File: config.mk
export PLATFORM = sky130hd
export DESIGN_NAME = humidity_temp_frame_crc_convert_unit
export DESIGN_NICKNAME = d
export VERILOG_FILES = /design/src/rtl/htfcc_pkg.sv /design/src/rtl/humidity_temp_frame_crc_convert_unit.sv
export SDC_FILE = /design/constraint.sdc
export NUM_CORES = 1
export LEC_CHECK = 0
export BUFFER_PORTS_ARGS = -buffer_cell sky130_fd_sc_hd__buf_2
export CORE_MARGIN = 2
export CORE_UTILIZATION = 60
export DETAILED_ROUTE_END_ITERATION = 8
export PLACE_DENSITY = 0.76
export RECOVER_POWER = 50
export SLEW_MARGIN = 20
export SYNTH_ARGS = -nofsm -noshare
export SYNTH_HDL_FRONTEND = slang
export SYNTH_SLANG_ARGS = --single-unit
export TNS_END_PERCENT = 50
File: constraint.sdc
create_clock -name clk -period 8.2 [get_ports clk]
set_clock_uncertainty 0.05 [all_clocks]
set_input_delay 0.82 -clock clk [delete_from_list [all_inputs] [get_ports clk]]
set_output_delay 0.82 -clock clk [all_outputs]
set_load 0.01 [all_outputs]
File: src/rtl/htfcc_pkg.sv
`default_nettype none

package htfcc_pkg;

  // Frame layout: two data bytes followed by one CRC byte
  localparam int unsigned DATA_BYTES = 2;

  typedef logic [1:0] byte_idx_t;

  localparam byte_idx_t IDX_HIGH = 2'd0;
  localparam byte_idx_t IDX_LOW  = 2'd1;
  localparam byte_idx_t IDX_CRC  = byte_idx_t'(DATA_BYTES);

  // Measurement kinds
  localparam logic KIND_TEMP = 1'b0;
  localparam logic KIND_HUM  = 1'b1;

  // CRC-8, x^8+x^5+x^4+1, MSB first, init zero, no final xor
  localparam logic [7:0] CRC_POLY = 8'h31;

  localparam logic [15:0] STATUS_MASK = 16'hfffc;

  localparam logic [14:0] T_SCALE   = 15'd17572;
  localparam logic [15:0] T_OFFSET  = 16'd4685;
  localparam logic [6:0]  RH_SCALE  = 7'd125;
  localparam logic [7:0]  RH_OFFSET = 8'd6;

  function automatic logic [7:0] crc8_byte(input logic [7:0] crc, input logic [7:0] b);
    logic [7:0] c;
    c = crc ^ b;
    for (int i = 0; i < 8; i++) begin
      if (c[7]) begin
        c = {c[6:0], 1'b0} ^ CRC_POLY;
      end else begin
        c = {c[6:0], 1'b0};
      end
    end
    return c;
  endfunction

endpackage

`default_nettype wire

File: src/rtl/humidity_temp_frame_crc_convert_unit.sv
`default_nettype none

// Sensor frame checker and converter.
// Input stream: one frame byte per word, high data byte, low data byte, CRC byte.
//   in_tuser[1] marks the first byte of a new frame and drops any partial one.
// A CRC-8 (poly 0x31, init zero) runs over the two data bytes. On the CRC byte
// the status bits are masked and the reading scaled: temperature to hundredths
// of a degree, humidity to whole percent. A good frame updates the held value
// of its kind; a bad one keeps the old value and reports it with crc_ok clear.
// Only the CRC byte gives an output word; data bytes give none.
// Each byte is registered in the input register, and a CRC byte's result word
// is registered in the output register.
// Throughput: one byte per cycle while no CRC byte waits on a stalled output,
// set by the combinational CRC and constant multiply between the input and output registers.
// When the receiver stalls, the result word holds; data bytes still advance,
// and a CRC byte waits in the input register, so in_tready drops only when a
// second result is ready while the first still waits.
// Reset (rst_n low, synchronous) clears both registers' valid flags, the CRC,
// the byte position, the stored data bytes and both held values.
module humidity_temp_frame_crc_convert_unit (
  input  wire logic        clk,
  input  wire logic        rst_n,
  input  wire logic        in_tvalid,
  output logic             in_tready,
  input  wire logic [7:0]  in_tdata,   // [7:0] data_byte
  input  wire logic [1:0]  in_tuser,   // [0] kind, [1] frame_start
  output logic             out_tvalid,
  input  wire logic        out_tready,
  output logic [23:0]      out_tdata,  // [14:0] value, [22:15] computed_crc, [23] zero
  output logic [1:0]       out_tuser   // [0] result_kind, [1] crc_ok
);

  // input register
  logic       in_valid_r;
  logic [7:0] in_byte_r;
  logic       in_kind_r;
  logic       in_start_r;

  // frame state
  logic [7:0]              crc_r, crc_nxt;
  htfcc_pkg::byte_idx_t    byte_index_r, byte_index_nxt;
  logic [7:0]              high_r, high_nxt;
  logic [7:0]              low_r, low_nxt;
  logic [14:0]             held_temp_r, held_temp_nxt;
  logic [7:0]              held_hum_r, held_hum_nxt;

  // output register
  logic        out_valid_r;
  logic [14:0] out_value_r, out_value_nxt;
  logic [7:0]  out_crc_r;
  logic        out_kind_r;
  logic        out_ok_r;

  htfcc_pkg::byte_idx_t idx_eff;
  logic        is_crc;
  logic        adv;
  logic        crc_ok;
  logic [7:0]  crc_base;
  logic [15:0] raw;
  logic [30:0] t_prod;
  logic [22:0] h_prod;
  logic [15:0] t_val;
  logic [7:0]  h_val;

  // A start flag or an out-of-range position restarts the frame
  assign idx_eff = (in_start_r || (byte_index_r > htfcc_pkg::IDX_CRC)) ?
                   htfcc_pkg::IDX_HIGH : byte_index_r;
  assign is_crc  = (idx_eff == htfcc_pkg::IDX_CRC);

  // Data bytes never wait; a CRC byte waits for room in the output register
  assign adv       = in_valid_r && (!is_crc || !out_valid_r || out_tready);
  assign in_tready = !in_valid_r || adv;

  assign crc_base = (idx_eff == htfcc_pkg::IDX_HIGH) ? 8'd0 : crc_r;
  assign crc_ok   = (in_byte_r == crc_r);

  // Scale the masked reading
  assign raw    = {high_r, low_r} & htfcc_pkg::STATUS_MASK;
  assign t_prod = {15'd0, raw} * {16'd0, htfcc_pkg::T_SCALE};
  assign h_prod = {7'd0, raw} * {16'd0, htfcc_pkg::RH_SCALE};
  assign t_val  = {1'b0, t_prod[30:16]} - htfcc_pkg::T_OFFSET;
  assign h_val  = {1'b0, h_prod[22:16]} - htfcc_pkg::RH_OFFSET;

  always_comb begin
    crc_nxt        = crc_r;
    byte_index_nxt = byte_index_r;
    high_nxt       = high_r;
    low_nxt        = low_r;
    held_temp_nxt  = held_temp_r;
    held_hum_nxt   = held_hum_r;
    if (adv) begin
      if (is_crc) begin
        byte_index_nxt = htfcc_pkg::IDX_HIGH;
        if (crc_ok) begin
          if (in_kind_r == htfcc_pkg::KIND_TEMP) begin
            held_temp_nxt = t_val[14:0];
          end else begin
            held_hum_nxt = h_val;
          end
        end
      end else begin
        crc_nxt        = htfcc_pkg::crc8_byte(crc_base, in_byte_r);
        byte_index_nxt = idx_eff + 2'd1;
        if (idx_eff == htfcc_pkg::IDX_HIGH) begin
          high_nxt = in_byte_r;
        end else begin
          low_nxt = in_byte_r;
        end
      end
    end
  end

  // Report the held value of this kind after any update; humidity sign-extends
  always_comb begin
    if (in_kind_r == htfcc_pkg::KIND_TEMP) begin
      out_value_nxt = held_temp_nxt;
    end else begin
      out_value_nxt = {{7{held_hum_nxt[7]}}, held_hum_nxt};
    end
  end

  // Input register: load a word whenever the slot is free or moving on
  always_ff @(posedge clk) begin
    if (!rst_n) begin
      in_valid_r <= 1'b0;
    end else if (in_tready) begin
      in_valid_r <= in_tvalid;
    end
    if (in_tvalid && in_tready) begin
      in_byte_r  <= in_tdata;
      in_kind_r  <= in_tuser[0];
      in_start_r <= in_tuser[1];
    end
  end

  // Frame state
  always_ff @(posedge clk) begin
    if (!rst_n) begin
      crc_r        <= 8'd0;
      byte_index_r <= htfcc_pkg::IDX_HIGH;
      high_r       <= 8'd0;
      low_r        <= 8'd0;
      held_temp_r  <= 15'd0;
      held_hum_r   <= 8'd0;
    end else begin
      crc_r        <= crc_nxt;
      byte_index_r <= byte_index_nxt;
      high_r       <= high_nxt;
      low_r        <= low_nxt;
      held_temp_r  <= held_temp_nxt;
      held_hum_r   <= held_hum_nxt;
    end
  end

  // Output register: hold until taken
  always_ff @(posedge clk) begin
    if (!rst_n) begin
      out_valid_r <= 1'b0;
    end else if (adv && is_crc) begin
      out_valid_r <= 1'b1;
    end else if (out_tready) begin
      out_valid_r <= 1'b0;
    end
    if (adv && is_crc) begin
      out_value_r <= out_value_nxt;
      out_crc_r   <= crc_r;
      out_kind_r  <= in_kind_r;
      out_ok_r    <= crc_ok;
    end
  end

  assign out_tvalid = out_valid_r;
  assign out_tdata  = {1'b0, out_crc_r, out_value_r};
  assign out_tuser  = {out_ok_r, out_kind_r};

`ifndef SYNTHESIS
  a_idx_range: assert property (@(posedge clk) disable iff (!rst_n)
    byte_index_r != 2'd3)
    else $error("byte position out of range");

  a_crc_gives_word: assert property (@(posedge clk) disable iff (!rst_n)
    adv && is_crc |=> out_valid_r)
    else $error("CRC byte did not load a result word");

  a_data_advances: assert property (@(posedge clk) disable iff (!rst_n)
    adv && !is_crc |=> byte_index_r != htfcc_pkg::IDX_HIGH)
    else $error("data byte did not advance frame position");

  a_stall_only_on_result: assert property (@(posedge clk) disable iff (!rst_n)
    !in_tready |-> in_valid_r && is_crc && out_valid_r && !out_tready)
    else $error("input stalled without a blocked result");
`endif

endmodule

`default_nettype wire
==> metrics.cfg <==
[status]
status = finished with violations
failed_checks = max-capacitance violations, max-slew violations

[sta]
whs_ns = 0.4076
finalSetupTns_ns = 0
fin_crit_sh_pct = 78.04
drv_slew = 80
worst_pin_slew_ns = 1.946
slew_headroom_pct = -29.74
final-hold-violation-count = 0
fmax_mhz = 156.3
setup_violations = 0
grt_setup_unrepaired = no
final.min_clock_period_ns = 6.400

[floorplan]
io_pins = 42
start_util_pct = 61.77
core_um2 = 13930
die_w_um = 123.8
dieArea_um2 = 15320
die_y_um = 123.8
rows = 43

[final_layout]
final_common_cell = inv_1
finalNetCount = 1123
n_fill_cell = 1118
area_delta_synth_final_pct = 6.905
final_cell_mix = 135 x inv_1, 124 x ha_1, 73 x nand2_1
diodes = 0
drive_above_1_share_pct = 5.646

[yosys]
syn_inst = 893
synth_top_flop_cell = dfxtp_1
synth_mux_area_share_pct = 3.881
synthSimpleGateAreaFrac_pct = 12.41
ys_seq_area_share_pct = 23.61
syn_nets = 1100
synth-xor-area-share_pct = 6.309
ys_types = 73
ys_async_sr_fraction_pct = 0
avgSynthCellArea_um2 = 9.638
synth_top_family_by_area = adder cells
synth-seq-cells = 84
syn_area_um2 = 8607
ys_warn_count = 0
synth_compound_area_share_pct = 12.23
synth_edf_count = 35
synthAdderAreaFrac_pct = 34.07

[worst_setup_path]
max_stage_delay_ns = 0.59
critPathKind = register to register
startpoint = low_r[4]$_SDFFE_PN0P_
crit_path_end_kind = register
crit_end = out_value_r[6]$_DFFE_PP_
crit-reg2reg-launch = low_r[4]$_SDFFE_PN0P_
crit_fanout = 8
ff2ff_setup_slack_ns = 1.80
worst_setup_path_start_kind = register
critPathArrivalTime_ns = 6.43
worstPathRequired_ns = 8.23
critical_path.cell_chain = inv_1 -> fa_1 -> fa_1 -> fa_1 -> inv_1 -> fa_1 -> ha_1 -> a211oi_1 -> nor2_1 -> a211o_1 -> a311o_1 -> xor2_1 -> a2111o_1 -> and3b_1 -> a2111oi_4 -> xor2_1 -> mux4_2
r2r-end = out_value_r[6]$_DFFE_PP_
reg2reg_depth = 17
crit_path_top_delay_cell = fa_1
crit_path_frequent_cell = fa_1

[detailed_routing]
wirelength_um = 17730
via_per_inst = 5.649
firstDrtPassIters = 5
drcViolationCount = 0
ant_nets = 0
wl_per_cell_um = 16.10
first_iter_violations = 389
vias = 6220

[clock_tree]
clock-sinks = 84
cts_setup_buffers = 0
cts_root_buf = clkbuf_16
cts_tree = built
clk_pin_slew_worst_paths_ns = 0.07
clkLatencyLatePin_ns = 0.34
htree_levels = 3
cts_resized = 0
hold_buffers = 0
cts_max_path_buffers = 2
cts_buffers = 9

[global_routing]
grt_max_degree = 52
gr-usage-all-layers_pct = 25.45
grt_pass1_vias = 6179
grt_remaining_overflow = 0
grt_antenna_before_repair = 0
grt_pass1_wl_um = 30220

[power]
power.density_nw_per_um2 = 143.4
peakVddDrop_v = 0.0001274
p_leak_nw = 4.352

[run]
drv_cap = 2

[placed_design]
dp_hpwl_um = 14000
place.gp.congestion = 0.8403
io_buffers = 40

[hold_path]
worstHoldPathType = register to register

## flip-flops by register name, indices dropped and copies added, names as in the netlist, 2 cells and up
name,flops
out_crc_r,8
held_hum_r,8
in_byte_r,8
held_temp_r,15
high_r,8
out_value_r,15
crc_r,8
low_r,6
byte_index_r,2
## area by class of cell
type,instances,area (um^2),share of cell area [%]
Inverter,136,510.5,5.548
Timing Repair Buffer,43,185.2,2.013
Clock buffer,9,225.2,2.448
Clock inverter,7,73.82,0.8023
Tap cell,180,225.2,2.448
Sequential cell,84,2032,22.08
Multi-Input combinational cell,642,5949,64.66
## worst max-delay path: cells and delay by family (launching register included)
family                     cells  cell delay [ns]
xor gates and xnor gates       2             0.30
muxes                          1             0.48
adders and majority gates      5             2.34
and+or+nand+nor                2             0.33
AOI/OAI and AO/OA              5             1.80
buffers and inverters          2             0.25
DFF                            1             0.57
## metal layers
| layer | track usage [%] | part of all wire (%) |
|---|---|---|
| met1 | 34.27 | 46 |
| met2 | 43.37 | 49 |
| met3 | 3.800 | 3.2 |
| met4 | 5.966 | 1.8 |
| met5 | 0 | 0 |
## report_power, final
part | internal, W | switching, W | total [W]
clock network | 0.000238 | 0.000174 | 0.000413
registers | 0.000448 | 0.0000274 | 0.000475
logic | 0.000178 | 0.000253 | 0.000432
total | 0.000864 | 0.000455 | 0.00132
## through the flow
step           cells  setup WS [ns]  instance area (um^2)  power (W)  utilization (%)
2_1_floorplan    893          2.353                  8607  0.0008091                -
3_3_place_gp    1085          1.919                  8940  0.0009042            64.16
3_5_place_dp    1085          1.857                  8940  0.0009133            64.16
4_1_cts         1101          1.819                  9239   0.001326            66.30
5_1_grt         1101          1.475                  9201   0.001400            66.03
6_report        1101          1.800                  9201   0.001319            66.03
## how the worst min path moves through the flow
stage / startpoint / endpoint / cells past startpoint
floorplan: in_kind_r$_DFFE_PP_ / out_kind_r$_DFFE_PP_ / 0
global placement: held_temp_r[12]$_SDFF_PN0_ / held_temp_r[12]$_SDFF_PN0_ / 2
detailed placement: held_temp_r[12]$_SDFF_PN0_ / held_temp_r[12]$_SDFF_PN0_ / 2
CTS: held_temp_r[12]$_SDFF_PN0_ / held_temp_r[12]$_SDFF_PN0_ / 2
global route: held_temp_r[12]$_SDFF_PN0_ / held_temp_r[12]$_SDFF_PN0_ / 2
finish: held_temp_r[12]$_SDFF_PN0_ / held_temp_r[12]$_SDFF_PN0_ / 2
## logic make-up after synthesis
group / after synthesis
simple gates: 211
fa+ha+maj: 193
buf+inv: 167
compound gates: 148
flops: 84
xor+xnor: 62
mux: 27
other cells: 1
## cell usage after synthesis, drive strengths merged, types with 4 or more instances
cell | instances | area [um^2]
ha | 124 | 1551
or2 | 4 | 25.03
nor2b | 25 | 156.4
nor3 | 7 | 35.03
a211oi | 5 | 37.54
mux4 | 5 | 112.6
a21o | 9 | 67.56
and3 | 4 | 25.02
inv | 135 | 506.7
mux2i | 21 | 210.2
xnor2 | 37 | 324.1
nand4 | 7 | 43.79
a2111oi | 4 | 66.32
nand2b | 8 | 50.05
dfxtp | 49 | 980.9
nand2 | 73 | 274.0
o211ai | 7 | 57.55
a211o | 7 | 61.31
o211a | 4 | 40.04
clkbuf | 25 | 93.84
nor4 | 4 | 25.02
a21boi | 13 | 97.59
a21oi | 34 | 170.2
fa | 69 | 1381
nand3 | 12 | 60.06
o21a | 6 | 45.04
and2 | 20 | 125.1
buf | 6 | 36.28
xor2 | 25 | 219.0
edfxtp | 35 | 1051
nor2 | 34 | 127.6
o21ai | 31 | 155.1
Power figures use the tool's default switching activity.
